===== config.mk =====
export PLATFORM = sky130hd
export DESIGN_NAME = half_perimeter_wirelength_totals_top_flat
export DESIGN_NICKNAME = d
export VERILOG_FILES = /design/src/hdl/hpwl_pkg.sv /design/src/hdl/hpwl_in_if.sv /design/src/hdl/hpwl_out_if.sv /design/src/hdl/hpwl_box.sv /design/src/hdl/hpwl_accum.sv /design/src/hdl/hpwl_out_fifo.sv /design/src/hdl/half_perimeter_wirelength_totals_top.sv /design/src/flat_wrapper.sv
export SDC_FILE = /design/constraint.sdc
export NUM_CORES = 2
export LEC_CHECK = 0
export ABC_AREA = 1
export BUFFER_PORTS_ARGS = -buffer_cell sky130_fd_sc_hd__buf_4
export CORE_UTILIZATION = 57
export CTS_CLUSTER_SIZE = 14
export DETAILED_ROUTE_END_ITERATION = 12
export HOLD_SLACK_MARGIN = 0.02
export PLACE_DENSITY = 0.73
export SLEW_MARGIN = 20
export SYNTH_ARGS = -nofsm -noshare
export SYNTH_HDL_FRONTEND = slang
export SYNTH_SLANG_ARGS = --single-unit
export TNS_END_PERCENT = 20

===== constraint.sdc =====
create_clock -name clk -period 6.95 [get_ports clk]
set_input_delay 1.0425 -clock clk [delete_from_list [all_inputs] [get_ports clk]]
set_output_delay 1.0425 -clock clk [all_outputs]
set_load 0.02 [all_outputs]

===== src/hdl/hpwl_pkg.sv =====
// ----------------------------------------------------------------------------
// HPWL package
// Widths, defaults and shared types of the wirelength totals block.
// ----------------------------------------------------------------------------
package hpwl_pkg;

  // Fixed widths of the word fields.
  localparam int PIN_W = 32;
  localparam int OUT_W = 48;

  // Defaults of the top-level parameters.
  localparam int COORD_WIDTH_DEF = 32;
  localparam int TOTAL_WIDTH_DEF = 48;

  // Result buffer; the depth must be a power of two.
  localparam int OUT_DEPTH = 8;
  localparam int OUT_AW    = $clog2(OUT_DEPTH);

  // Tag that travels beside a pin word through the pipeline.
  typedef struct packed {
    logic close;
    logic skipped;
    logic emit;
  } hpwl_ctl_t;

  typedef struct packed {
    logic [OUT_W-1:0] total_all;
    logic [OUT_W-1:0] total_limited;
    logic [OUT_W-1:0] total_without_pads;
    logic             saturated;
  } hpwl_res_t;

endpackage


===== src/hdl/hpwl_in_if.sv =====
// ----------------------------------------------------------------------------
// HPWL pin channel
// Valid/ready channel that carries one pin word per handshake.
// ----------------------------------------------------------------------------
interface hpwl_in_if import hpwl_pkg::*; ();
  logic                    valid;
  logic                    ready;
  logic                    has_pin;
  logic signed [PIN_W-1:0] pin_x;
  logic signed [PIN_W-1:0] pin_y;
  logic                    pin_is_pad;
  logic                    net_skipped;
  logic                    last_in_net;
  logic                    last_net;

  modport source (
    output valid, has_pin, pin_x, pin_y, pin_is_pad, net_skipped, last_in_net, last_net,
    input  ready
  );

  modport sink (
    input  valid, has_pin, pin_x, pin_y, pin_is_pad, net_skipped, last_in_net, last_net,
    output ready
  );
endinterface


===== src/hdl/hpwl_out_if.sv =====
// ----------------------------------------------------------------------------
// HPWL totals channel
// Valid/ready channel that carries one totals word per handshake.
// ----------------------------------------------------------------------------
interface hpwl_out_if import hpwl_pkg::*; ();
  logic             valid;
  logic             ready;
  logic [OUT_W-1:0] total_all;
  logic [OUT_W-1:0] total_limited;
  logic [OUT_W-1:0] total_without_pads;
  logic             saturated;

  modport source (
    output valid, total_all, total_limited, total_without_pads, saturated,
    input  ready
  );

  modport sink (
    input  valid, total_all, total_limited, total_without_pads, saturated,
    output ready
  );
endinterface


===== src/hdl/hpwl_box.sv =====
// ----------------------------------------------------------------------------
// HPWL bounding box
// Grows one net bounding box per pin, snapshots it at net end and
// registers its half-perimeter from the snapshot in the following cycle.
// ----------------------------------------------------------------------------
module hpwl_box import hpwl_pkg::*; #(
  parameter int COORD_WIDTH = COORD_WIDTH_DEF
) (
  input  logic                          clk,
  input  logic                          rst,
  input  logic                          grow,
  input  logic                          close,
  input  logic signed [COORD_WIDTH-1:0] x,
  input  logic signed [COORD_WIDTH-1:0] y,
  output logic        [COORD_WIDTH:0]   len
);

  logic signed [COORD_WIDTH-1:0] xmin, xmax, ymin, ymax;
  logic                          seen;
  logic signed [COORD_WIDTH-1:0] g_xmin, g_xmax, g_ymin, g_ymax;
  logic                          g_seen;
  logic signed [COORD_WIDTH-1:0] snap_xmin, snap_xmax, snap_ymin, snap_ymax;
  logic                          snap_seen;
  logic        [COORD_WIDTH-1:0] dx, dy;

  // The first pin of a net sets the box outright; later pins widen it.
  always_comb begin
    g_xmin = xmin;
    g_xmax = xmax;
    g_ymin = ymin;
    g_ymax = ymax;
    g_seen = seen;
    if (grow) begin
      g_seen = 1'b1;
      if (!seen) begin
        g_xmin = x;
        g_xmax = x;
        g_ymin = y;
        g_ymax = y;
      end else begin
        if (x < xmin) g_xmin = x;
        if (x > xmax) g_xmax = x;
        if (y < ymin) g_ymin = y;
        if (y > ymax) g_ymax = y;
      end
    end
  end

  always_ff @(posedge clk) begin
    if (rst) begin
      seen      <= 1'b0;
      snap_seen <= 1'b0;
    end else begin
      seen <= close ? 1'b0 : g_seen;
      if (close) snap_seen <= g_seen;
    end
  end

  always_ff @(posedge clk) begin
    xmin <= g_xmin;
    xmax <= g_xmax;
    ymin <= g_ymin;
    ymax <= g_ymax;
    if (close) begin
      snap_xmin <= g_xmin;
      snap_xmax <= g_xmax;
      snap_ymin <= g_ymin;
      snap_ymax <= g_ymax;
    end
  end

  // Both spans are non-negative and below 2^COORD_WIDTH.
  assign dx = snap_xmax - snap_xmin;
  assign dy = snap_ymax - snap_ymin;

  always_ff @(posedge clk) begin
    len <= snap_seen ? ({1'b0, dx} + {1'b0, dy}) : '0;
  end

endmodule


===== src/hdl/hpwl_accum.sv =====
// ----------------------------------------------------------------------------
// HPWL accumulator
// Adds net lengths to three saturating totals and hands out the totals
// word at netlist end.
// ----------------------------------------------------------------------------
module hpwl_accum import hpwl_pkg::*; #(
  parameter int COORD_WIDTH = COORD_WIDTH_DEF,
  parameter int TOTAL_WIDTH = TOTAL_WIDTH_DEF
) (
  input  logic                 clk,
  input  logic                 rst,
  input  hpwl_ctl_t            ctl,
  input  logic [COORD_WIDTH:0] len_all,
  input  logic [COORD_WIDTH:0] len_core,
  output logic                 push,
  output hpwl_res_t            res
);

  localparam int WIDE_W = TOTAL_WIDTH + 1;
  localparam int EXT_W  = OUT_W + TOTAL_WIDTH;

  logic [TOTAL_WIDTH-1:0] sum_all, sum_limited, sum_core;
  logic                   overflow_seen;
  logic [COORD_WIDTH:0]   inc_all, inc_lim, inc_core;
  logic [WIDE_W-1:0]      w_all, w_lim, w_core;
  logic [TOTAL_WIDTH-1:0] sum_all_next, sum_limited_next, sum_core_next;
  logic                   overflow_seen_next;
  logic [EXT_W-1:0]       ext_all, ext_lim, ext_core;

  assign inc_all  = ctl.close ? len_all : '0;
  assign inc_lim  = (ctl.close && !ctl.skipped) ? len_all : '0;
  assign inc_core = ctl.close ? len_core : '0;

  // One spare bit catches the carry that means the total passed its maximum.
  assign w_all  = {1'b0, sum_all}     + WIDE_W'(inc_all);
  assign w_lim  = {1'b0, sum_limited} + WIDE_W'(inc_lim);
  assign w_core = {1'b0, sum_core}    + WIDE_W'(inc_core);

  assign sum_all_next     = w_all[TOTAL_WIDTH]  ? {TOTAL_WIDTH{1'b1}} : w_all[TOTAL_WIDTH-1:0];
  assign sum_limited_next = w_lim[TOTAL_WIDTH]  ? {TOTAL_WIDTH{1'b1}} : w_lim[TOTAL_WIDTH-1:0];
  assign sum_core_next    = w_core[TOTAL_WIDTH] ? {TOTAL_WIDTH{1'b1}} : w_core[TOTAL_WIDTH-1:0];
  assign overflow_seen_next = overflow_seen | w_all[TOTAL_WIDTH] | w_lim[TOTAL_WIDTH]
                            | w_core[TOTAL_WIDTH];

  assign ext_all  = {{OUT_W{1'b0}}, sum_all_next};
  assign ext_lim  = {{OUT_W{1'b0}}, sum_limited_next};
  assign ext_core = {{OUT_W{1'b0}}, sum_core_next};

  assign push                   = ctl.emit;
  assign res.total_all          = ext_all[OUT_W-1:0];
  assign res.total_limited      = ext_lim[OUT_W-1:0];
  assign res.total_without_pads = ext_core[OUT_W-1:0];
  assign res.saturated          = overflow_seen_next;

  always_ff @(posedge clk) begin
    if (rst || ctl.emit) begin
      sum_all       <= '0;
      sum_limited   <= '0;
      sum_core      <= '0;
      overflow_seen <= 1'b0;
    end else begin
      sum_all       <= sum_all_next;
      sum_limited   <= sum_limited_next;
      sum_core      <= sum_core_next;
      overflow_seen <= overflow_seen_next;
    end
  end

endmodule


===== src/hdl/hpwl_out_fifo.sv =====
// ----------------------------------------------------------------------------
// HPWL result buffer
// Small register queue that holds finished totals words for the sink.
// ----------------------------------------------------------------------------
module hpwl_out_fifo import hpwl_pkg::*; (
  input  logic      clk,
  input  logic      rst,
  input  logic      push,
  input  hpwl_res_t push_data,
  hpwl_out_if.source totals
);

  hpwl_res_t         mem [OUT_DEPTH];
  logic [OUT_AW-1:0] wr_ptr, rd_ptr;
  logic [OUT_AW:0]   count;
  logic              pop;
  hpwl_res_t         head;

  assign pop  = totals.valid && totals.ready;
  assign head = mem[rd_ptr];

  assign totals.valid              = (count != '0);
  assign totals.total_all          = head.total_all;
  assign totals.total_limited      = head.total_limited;
  assign totals.total_without_pads = head.total_without_pads;
  assign totals.saturated          = head.saturated;

  always_ff @(posedge clk) begin
    if (rst) begin
      wr_ptr <= '0;
      rd_ptr <= '0;
      count  <= '0;
    end else begin
      if (push) wr_ptr <= wr_ptr + 1'b1;
      if (pop)  rd_ptr <= rd_ptr + 1'b1;
      count <= count + (OUT_AW+1)'(push) - (OUT_AW+1)'(pop);
    end
  end

  always_ff @(posedge clk) begin
    if (push) mem[wr_ptr] <= push_data;
  end

endmodule


===== src/hdl/half_perimeter_wirelength_totals_top.sv =====
// ----------------------------------------------------------------------------
// Half-perimeter wirelength totals
// Streams net pins, tracks all-pin and core-pin bounding boxes per net and
// emits saturating wirelength totals at the end of each netlist.
// ----------------------------------------------------------------------------
// The block takes one pin word per cycle while ready is high: the bounding
// boxes grow in the cycle a word is accepted, the half-perimeters are
// registered from the net-end snapshots, the totals are updated from them,
// and a totals word is pushed into the buffer once the word that carries
// last_net is accepted. Finished totals wait in an eight-entry buffer, and
// the pin side keeps flowing while the sink stalls; ready drops only when
// eight netlist-end words are in flight or waiting to be taken. A word with
// last_net also closes the open net, and the totals clear after each
// netlist-end word. Coordinates are taken from the low COORD_WIDTH bits as
// signed values, and each total is TOTAL_WIDTH bits wide, clamps at its
// maximum and raises saturated until the totals are next emitted.
// ----------------------------------------------------------------------------
module half_perimeter_wirelength_totals_top import hpwl_pkg::*; #(
  parameter int COORD_WIDTH = COORD_WIDTH_DEF,
  parameter int TOTAL_WIDTH = TOTAL_WIDTH_DEF
) (
  input  logic     clk,
  input  logic     rst,
  hpwl_in_if.sink  pins,
  hpwl_out_if.source totals
);

  logic                          accept;
  logic                          grow_all, grow_core, close;
  logic signed [COORD_WIDTH-1:0] x, y;
  logic        [COORD_WIDTH:0]   len_all, len_core;
  hpwl_ctl_t                     st1, st2;
  logic                          push;
  hpwl_res_t                     res;
  logic        [OUT_AW:0]        pending;
  logic                          pop;

  // Netlist-end words still owed to the sink, counted from acceptance until
  // their totals word is taken. Capping it at the buffer depth means the
  // buffer can never overflow and the pipeline never has to stall.
  assign pins.ready = (pending < (OUT_AW+1)'(OUT_DEPTH));
  assign accept     = pins.valid && pins.ready;
  assign pop        = totals.valid && totals.ready;

  always_ff @(posedge clk) begin
    if (rst) begin
      pending <= '0;
    end else begin
      pending <= pending + (OUT_AW+1)'(accept && pins.last_net) - (OUT_AW+1)'(pop);
    end
  end

  // Bits above COORD_WIDTH are dropped; the rest is read as signed.
  assign x = $signed(pins.pin_x[COORD_WIDTH-1:0]);
  assign y = $signed(pins.pin_y[COORD_WIDTH-1:0]);

  assign grow_all  = accept && pins.has_pin;
  assign grow_core = grow_all && !pins.pin_is_pad;
  assign close     = accept && (pins.last_in_net || pins.last_net);

  // The tag follows the word through the box and length stages so that the
  // accumulator sees a net end exactly when that net's lengths arrive.
  always_ff @(posedge clk) begin
    if (rst) begin
      st1 <= '0;
      st2 <= '0;
    end else begin
      st1.close   <= close;
      st1.skipped <= pins.net_skipped;
      st1.emit    <= accept && pins.last_net;
      st2         <= st1;
    end
  end

  hpwl_box #(
    .COORD_WIDTH(COORD_WIDTH)
  ) u_box_all (
    .clk  (clk),
    .rst  (rst),
    .grow (grow_all),
    .close(close),
    .x    (x),
    .y    (y),
    .len  (len_all)
  );

  hpwl_box #(
    .COORD_WIDTH(COORD_WIDTH)
  ) u_box_core (
    .clk  (clk),
    .rst  (rst),
    .grow (grow_core),
    .close(close),
    .x    (x),
    .y    (y),
    .len  (len_core)
  );

  hpwl_accum #(
    .COORD_WIDTH(COORD_WIDTH),
    .TOTAL_WIDTH(TOTAL_WIDTH)
  ) u_accum (
    .clk     (clk),
    .rst     (rst),
    .ctl     (st2),
    .len_all (len_all),
    .len_core(len_core),
    .push    (push),
    .res     (res)
  );

  hpwl_out_fifo u_out_fifo (
    .clk      (clk),
    .rst      (rst),
    .push     (push),
    .push_data(res),
    .totals   (totals)
  );

endmodule


===== src/flat_wrapper.sv =====
// flat-port wrapper written by rule: the top's interface ports become plain ports
module half_perimeter_wirelength_totals_top_flat import hpwl_pkg::*;
#(
  parameter int COORD_WIDTH = COORD_WIDTH_DEF,
  parameter int TOTAL_WIDTH = TOTAL_WIDTH_DEF
)
  (clk, rst, pins_valid, pins_has_pin, pins_pin_x, pins_pin_y, pins_pin_is_pad, pins_net_skipped, pins_last_in_net, pins_last_net, pins_ready, totals_valid, totals_total_all, totals_total_limited, totals_total_without_pads, totals_saturated, totals_ready);
  hpwl_in_if pins_i ();
  hpwl_out_if totals_i ();
  input  logic clk;
  input  logic rst;
  input wire logic [$bits(pins_i.valid)-1:0] pins_valid;
  input wire logic [$bits(pins_i.has_pin)-1:0] pins_has_pin;
  input wire logic [$bits(pins_i.pin_x)-1:0] pins_pin_x;
  input wire logic [$bits(pins_i.pin_y)-1:0] pins_pin_y;
  input wire logic [$bits(pins_i.pin_is_pad)-1:0] pins_pin_is_pad;
  input wire logic [$bits(pins_i.net_skipped)-1:0] pins_net_skipped;
  input wire logic [$bits(pins_i.last_in_net)-1:0] pins_last_in_net;
  input wire logic [$bits(pins_i.last_net)-1:0] pins_last_net;
  output wire logic [$bits(pins_i.ready)-1:0] pins_ready;
  output wire logic [$bits(totals_i.valid)-1:0] totals_valid;
  output wire logic [$bits(totals_i.total_all)-1:0] totals_total_all;
  output wire logic [$bits(totals_i.total_limited)-1:0] totals_total_limited;
  output wire logic [$bits(totals_i.total_without_pads)-1:0] totals_total_without_pads;
  output wire logic [$bits(totals_i.saturated)-1:0] totals_saturated;
  input wire logic [$bits(totals_i.ready)-1:0] totals_ready;
  assign pins_i.valid = pins_valid;
  assign pins_i.has_pin = pins_has_pin;
  assign pins_i.pin_x = pins_pin_x;
  assign pins_i.pin_y = pins_pin_y;
  assign pins_i.pin_is_pad = pins_pin_is_pad;
  assign pins_i.net_skipped = pins_net_skipped;
  assign pins_i.last_in_net = pins_last_in_net;
  assign pins_i.last_net = pins_last_net;
  assign pins_ready = pins_i.ready;
  assign totals_valid = totals_i.valid;
  assign totals_total_all = totals_i.total_all;
  assign totals_total_limited = totals_i.total_limited;
  assign totals_total_without_pads = totals_i.total_without_pads;
  assign totals_saturated = totals_i.saturated;
  assign totals_i.ready = totals_ready;
  half_perimeter_wirelength_totals_top #(.COORD_WIDTH(COORD_WIDTH), .TOTAL_WIDTH(TOTAL_WIDTH)) u_core (.clk(clk), .rst(rst), .pins(pins_i), .totals(totals_i));
endmodule

# Word-level counts from Yosys, hierarchy flattened
# Memories as Yosys holds them, arrays and structs flattened. A register that Yosys moved wholly into a read port is not among the register bits.
# Cells that the tools add are included.
[op_classes]
n_reduce_logical = 13
bitwise_logic = 3
muxes = 36
magnitude_cmp = 9
add_sub_neg = 15
[ops]
columns = ["op", "n"]
rows = [
  ["$mux W32", 24],
  ["$add A48 B33 Y49", 3],
  ["$mux W48", 3],
  ["$gt A32 B32 Y1", 4],
  ["$lt A32 B32 Y1", 4],
  ["$sub A32 B32 Y32", 4],
  ["$mux W33", 3],
  ["$add A32 B32 Y33", 2],
  ["$add A4 B1 Y4", 2],
  ["$sub A4 B1 Y4", 2],
  ["$logic_and A1 B1 Y1", 7],
  ["$add A3 B1 Y3 const B", 2],
  ["$mux W3", 2],
  ["$lt A4 B4 Y1 const B", 1],
  ["$mux W1", 4],
  ["$reduce_bool A4 Y1", 1],
  ["$or A1 B1 Y1", 3],
  ["$logic_not A1 Y1", 2],
  ["$logic_or A1 B1 Y1", 2],
  ["$reduce_or A2 Y1", 1],
]
[word_totals]
n_memories = 1
ff_bits = 747
mem_bits_rw = 1160
out_inout_bits = 147
[memory_table]
columns = ["name", "depth", "width", "read_ports", "rd_clocked_by_memory_dff", "write_ports", "line_no", "rtl"]
rows = [
  ["u_core.u_out_fifo.mem", 8, 145, 1, 1, 1, "hpwl_out_fifo.sv:13", "hpwl_res_t mem [OUT_DEPTH];"],
]

# Longest topological paths before layout
[depth]
ltp_word = 6
mapped_depth = 28
mapped_depth_nobuf = 28

# Cells and area by module
# From an unflattened synthesis, not the netlist that was laid out.
[hier_totals]
hier_cells = 12747
area_unflattened_um2 = 103723.2
[by_module_without_submodules]
columns = ["module", "area_each_um2", "n_inst", "seq_area_each_um2", "cells_each"]
rows = [
  ["hpwl_out_fifo", 50898.8, 1, 35093.7, 5099],
  ["hpwl_box (u_core.u_box_all)", 18073.6, 1, 7106.8, 2267],
  ["hpwl_box (u_core.u_box_core)", 17927.2, 1, 7106.8, 2258],
  ["hpwl_accum", 16369.4, 1, 2902.8, 3065],
  ["half_perimeter_wirelength_totals_top", 454.2, 1, 200.2, 58],
]

# Worst setup path after synthesis
# OpenSTA, ideal clock, no wires.
[synth_timing]
kind = "register to register"
startpoint = "register u_core.st2[0] in the netlist's numbering"
endpoint = "memory u_core.u_out_fifo.mem[0][0] in the netlist's numbering, enable pin"
path_stages_with_launch = 4
slack_ns = -0.474
arrival_ns = 6.772
path_cell_list = "dfxtp_1 > inv_1 > or2_2 > nor2_1"
[synth_between]
elab_chain_cells = 2
[synth_rtl]
columns = ["element", "line_no", "rtl"]
rows = [
  ["start: declaration", "half_perimeter_wirelength_totals_top.sv:32", "hpwl_ctl_t st1, st2;"],
  ["start signal: assignment", "half_perimeter_wirelength_totals_top.sv:71", "st2 <= st1;"],
  ["$mux W1", "hpwl_out_fifo.sv:41", "if (push) mem[wr_ptr] <= push_data;"],
  ["$mux W1 (not written as such)", "hpwl_out_fifo.sv:41", ""],
  ["end: declaration", "hpwl_out_fifo.sv:13", ""],
]
# Every way passes these cells.

==> results.md <==
Status:
- The run finished with clean final reports.

Power and ir drop:
- Across the VDD grid, the largest voltage drop is 0.000292 V.
- The total power density per cell area is 395 mW/mm².
- The static leakage is 45.2 nW.

Global route:
- For this run, global-route usage on met1 was measured as 0.441.
- The initial antenna violation count is 3.
- The global-route wire length before repair is 411,000 µm.
- Entering global routing, the biggest net connects 171 pins.
- The remaining global-route overflow is 0.
- The met2 track demand over resource is 0.499.
- The routing layer with the top usage in global route is met2.
- The global-route total usage across every layer is 0.316.
- In the global route stage, met3 resource usage came out at 0.0482.
- The number of global-route vias before repair was 70,730.

Route:
- After detailed routing, the average wire length per cell comes to 21.0 µm.
- The violation count after the first detailed-routing iteration is 7,990.
- The final routed wirelength across all metal layers is 272,000 µm.
- The remaining number of nets flagged by the antenna check after routing is 0.
- The number of detailed-route iterations in the first pass is 6.
- Using the TritonRoute via totals, the vias-per-cell ratio works out to 5.74.
- For this run, design rule violations remaining after detail routing come to 0.
- The total number of vias is 74,466.

Timing:
- For the pin with the worst max-slew slack, the measured transition is 1.12 ns.
- The sum of negative setup slack is 0 ns.
- The number of pins with negative max-slew slack in the final report was 0.
- The final number of hold-violating endpoints is 0.
- The worst path in the final design needs a cycle of 5.29 ns, including I/O delays and setup.
- Clock skew on the completed layout was measured at 0.0325 ns.
- Setup repair after global routing left no endpoint under its margin.
- Dividing the final minimum period by the clock period gives 0.761.
- Timing would allow up to 0.189 GHz.
- Setup violations remaining at the end of the flow were counted as 0.
- The worst setup slack after layout is 1.66 ns.
- The headroom to the max-slew limit is 0.255.

Clock tree:
- In this run the deepest clock path goes through 3 buffers.
- The number of buffers added by the clock tree synthesis step is 189.
- The number of gates resized after CTS was 0.
- The clock tree from TritonCTS is done.
- Clock-pin slew was measured on the worst setup and hold paths at 0.06 ns.
- Once the clock tree was built, the setup fixing pass inserted 0 buffers.
- The clock reaches the later pin of the worst-skew pair after 0.86 ns.
- The clock tree root driver cell is clkbuf_16.
- The count of H-tree levels built during CTS is 4.
- Buffers inserted to repair hold after CTS numbered 0.
- The clock net in this run drives a total of 1,910 sinks.

Synth:
- Among all flip-flop cells after synthesis, the most frequent one is edfxtp_1.
- The cell with the most instances after synthesis is nand2_1.
- After synthesis, the most frequently instantiated cells are nand2_1, nor2_1, edfxtp_1, inv_1, o21ai_0.
- After synthesis the netlist holds a flip-flop and latch count of 1,910.
- The count of unique library cells instantiated by Yosys is 55.
- In the synthesized netlist the async set-or-reset flop fraction comes to 0.
- The area of the mapped netlist is 0.0956 mm².
- Dividing the synthesized area by the synthesized cell count gives 9.11 µm².
- The count of flip-flops with a built-in enable after synthesis is 1,416.
- The number of nets produced by synthesis is 11,126.
- Yosys attributes the largest share of cell area to edfxtp_1, dfxtp_1, nand2_1.
- The Yosys step of the flow raised 0 warnings.
- The share of synthesized area occupied by flip-flops and latches is 0.548.
- The number of instances in the synthesized netlist is 10,492.
- Of all cell types, the one taking the most synthesized area is edfxtp_1.
- The area fraction of the dominant cell type after synthesis is 0.445.

Floorplanning:
- The I/O pin count is 220.
- The die extent in x is 412 µm.
- The die is 412 µm tall.
- The region available for standard cell placement spans 0.166 mm².
- The number of rows in the core area is 149.
- The floorplan step defined a die boundary enclosing 0.169 mm².
- The starting density of the core is 0.577.

Layout:
- From synthesis to final layout, the design area changed by 10.4%.
- Registers take 0.0524 mm².
- The final layout contains 11,245 nets.
- The area of the multi-input gates is 0.0374 mm².
- The fraction of layout instances using a drive strength above 1 is 0.0651.
- The final cell count without fillers is 12,966.
- The fill cell instance count of the final layout is 13,412.

Place:
- The placed cell count is 12,609.
- The global placer's final weighted congestion is 0.996.
- The post-DP HPWL is 187,000 µm.
- The setup slack at placement is 2.24 ns.
- Input and output buffers added on the ports amount to 219.

Setup path:
- The arrival time at the worst endpoint is 4.24 ns.
- Along the worst path, the maximum fanout reaches 170.
- STA classifies the critical path startpoint as a register.
- The critical path in this run is classified as reg2out.
- The data required time of the worst path is 5.91 ns.
- STA classifies the critical path endpoint as an output pin.

Job:
- Across the run, the number of max-cap violations was 0.

Min path:
- The classification of the worst-slack hold path is reg2reg.
## kinds of logic (layout without fill, tap and decap cells)
logic type | after synthesis | after routing | synth area share
buf+inv | 1521 | 1804 | 0.0620
simple gates | 4377 | 4377 | 0.188
flops | 1910 | 1910 | 0.548
xor+xnor | 203 | 203 | 0.0186
other cells | 0 | 2 | 0
fa+ha+maj | 561 | 561 | 0.0743
compound gates | 1920 | 1920 | 0.109
## registers in the layout (all words and copies together) (netlist names), 4 cells and up, named ones only
signal,count
u_core.u_box_core.snap_xmin,32
u_core.u_out_fifo.mem,1160
u_core.u_box_core.ymin,32
u_core.u_out_fifo.count,4
u_core.u_accum.sum_all,48
u_core.u_box_core.xmax,32
u_core.u_box_all.snap_ymin,32
u_core.u_box_core.ymax,32
u_core.u_accum.sum_limited,48
u_core.u_box_core.snap_xmax,32
u_core.u_box_core.snap_ymin,32
u_core.u_box_all.xmax,32
u_core.u_box_all.ymax,32
u_core.u_box_all.ymin,32
u_core.u_box_all.snap_xmin,32
u_core.u_box_all.xmin,32
u_core.u_box_all.snap_ymax,32
u_core.u_box_core.len,33
u_core.u_box_core.xmin,32
u_core.pending,4
u_core.u_box_core.snap_ymax,32
u_core.u_box_all.snap_xmax,32
u_core.u_box_all.len,33
u_core.u_accum.sum_core,48
## final timing paths
path	startpoint	to	slack (ns)	cells past startpoint
max	register	totals_total_all[36]	1.66	7
min	u_core.st1[2]	u_core.st2[2]	0.39	2
max reg2reg	u_core.st2[2]	u_core.u_accum.sum_all[34]	2.20	20
min reg2reg	u_core.st1[2]	u_core.st2[2]	0.39	2
## cell usage in the layout (no fill, tap or decap), types with 10 or more instances in the layout
cell type,count
inv_2,17
clkinv_2,14
clkbuf_8,22
bufinv_16,16
dfxtp_1,491
a31oi_1,165
edfxtp_1,1416
ha_1,550
xnor2_1,69
buf_4,267
inv_1,1146
nand2_2,23
clkbuf_16,193
nand3_2,50
o21ai_0,865
xor2_1,134
nand3_1,493
inv_6,10
fa_1,11
nand4_1,102
a21boi_0,20
o21ai_1,15
nand2_1,1897
o211ai_1,13
buf_12,12
o21bai_1,39
clkinv_1,27
clkbuf_1,53
a21oi_1,571
nor4_1,19
nor2_4,13
a21o_1,25
o21a_1,28
nor3_1,67
or2_2,15
o22ai_1,147
nor2_1,1666
## critical path, stage by stage, from the launching register on
cell     delay (ns)
dfxtp_4        0.75
buf_4          0.72
buf_12         0.49
o21ai_0        0.24
o22ai_1        0.26
nor2_1         0.06
a31oi_1        0.30
buf_4          0.21
## final cells by class
class                           instances  share of cell area
Timing Repair Buffer                  279              0.0213
Clock inverter                         87             0.00998
Clock buffer                          268              0.0505
Multi-Input combinational cell       7061               0.354
Inverter                             1170              0.0419
Antenna cell                            2           0.0000474
Tap cell                             2189              0.0259
Sequential cell                      1910               0.496
## stage by stage
step                area (µm²)  power [mW]  hold slack [ns]  utilization
finish                  106000        41.7            0.393        0.637
global route            106000        44.2            0.405        0.637
CTS                     106000        41.6            0.337        0.637
detailed placement       99200        31.2            0.387        0.598
global placement         99200        30.8            0.389        0.598
floorplan                95600        25.7            0.388            -
## layer usage
| metal | routed length, µm | vias to the layer above |
|---|---|---|
| met5 | 0 | - |
| met4 | 9970 | 0 |
| met3 | 20500 | 442 |
| met2 | 123000 | 2958 |
| met1 | 118000 | 35326 |
| li1 | - | 35740 |
## power by group
part	total (mW)	switching [mW]	internal (mW)
clock	10.4	4.44	5.99
combinational	17.1	11.7	5.43
sequential	14.2	0.643	13.6
No activity file was read; power rests on OpenSTA's default activity.
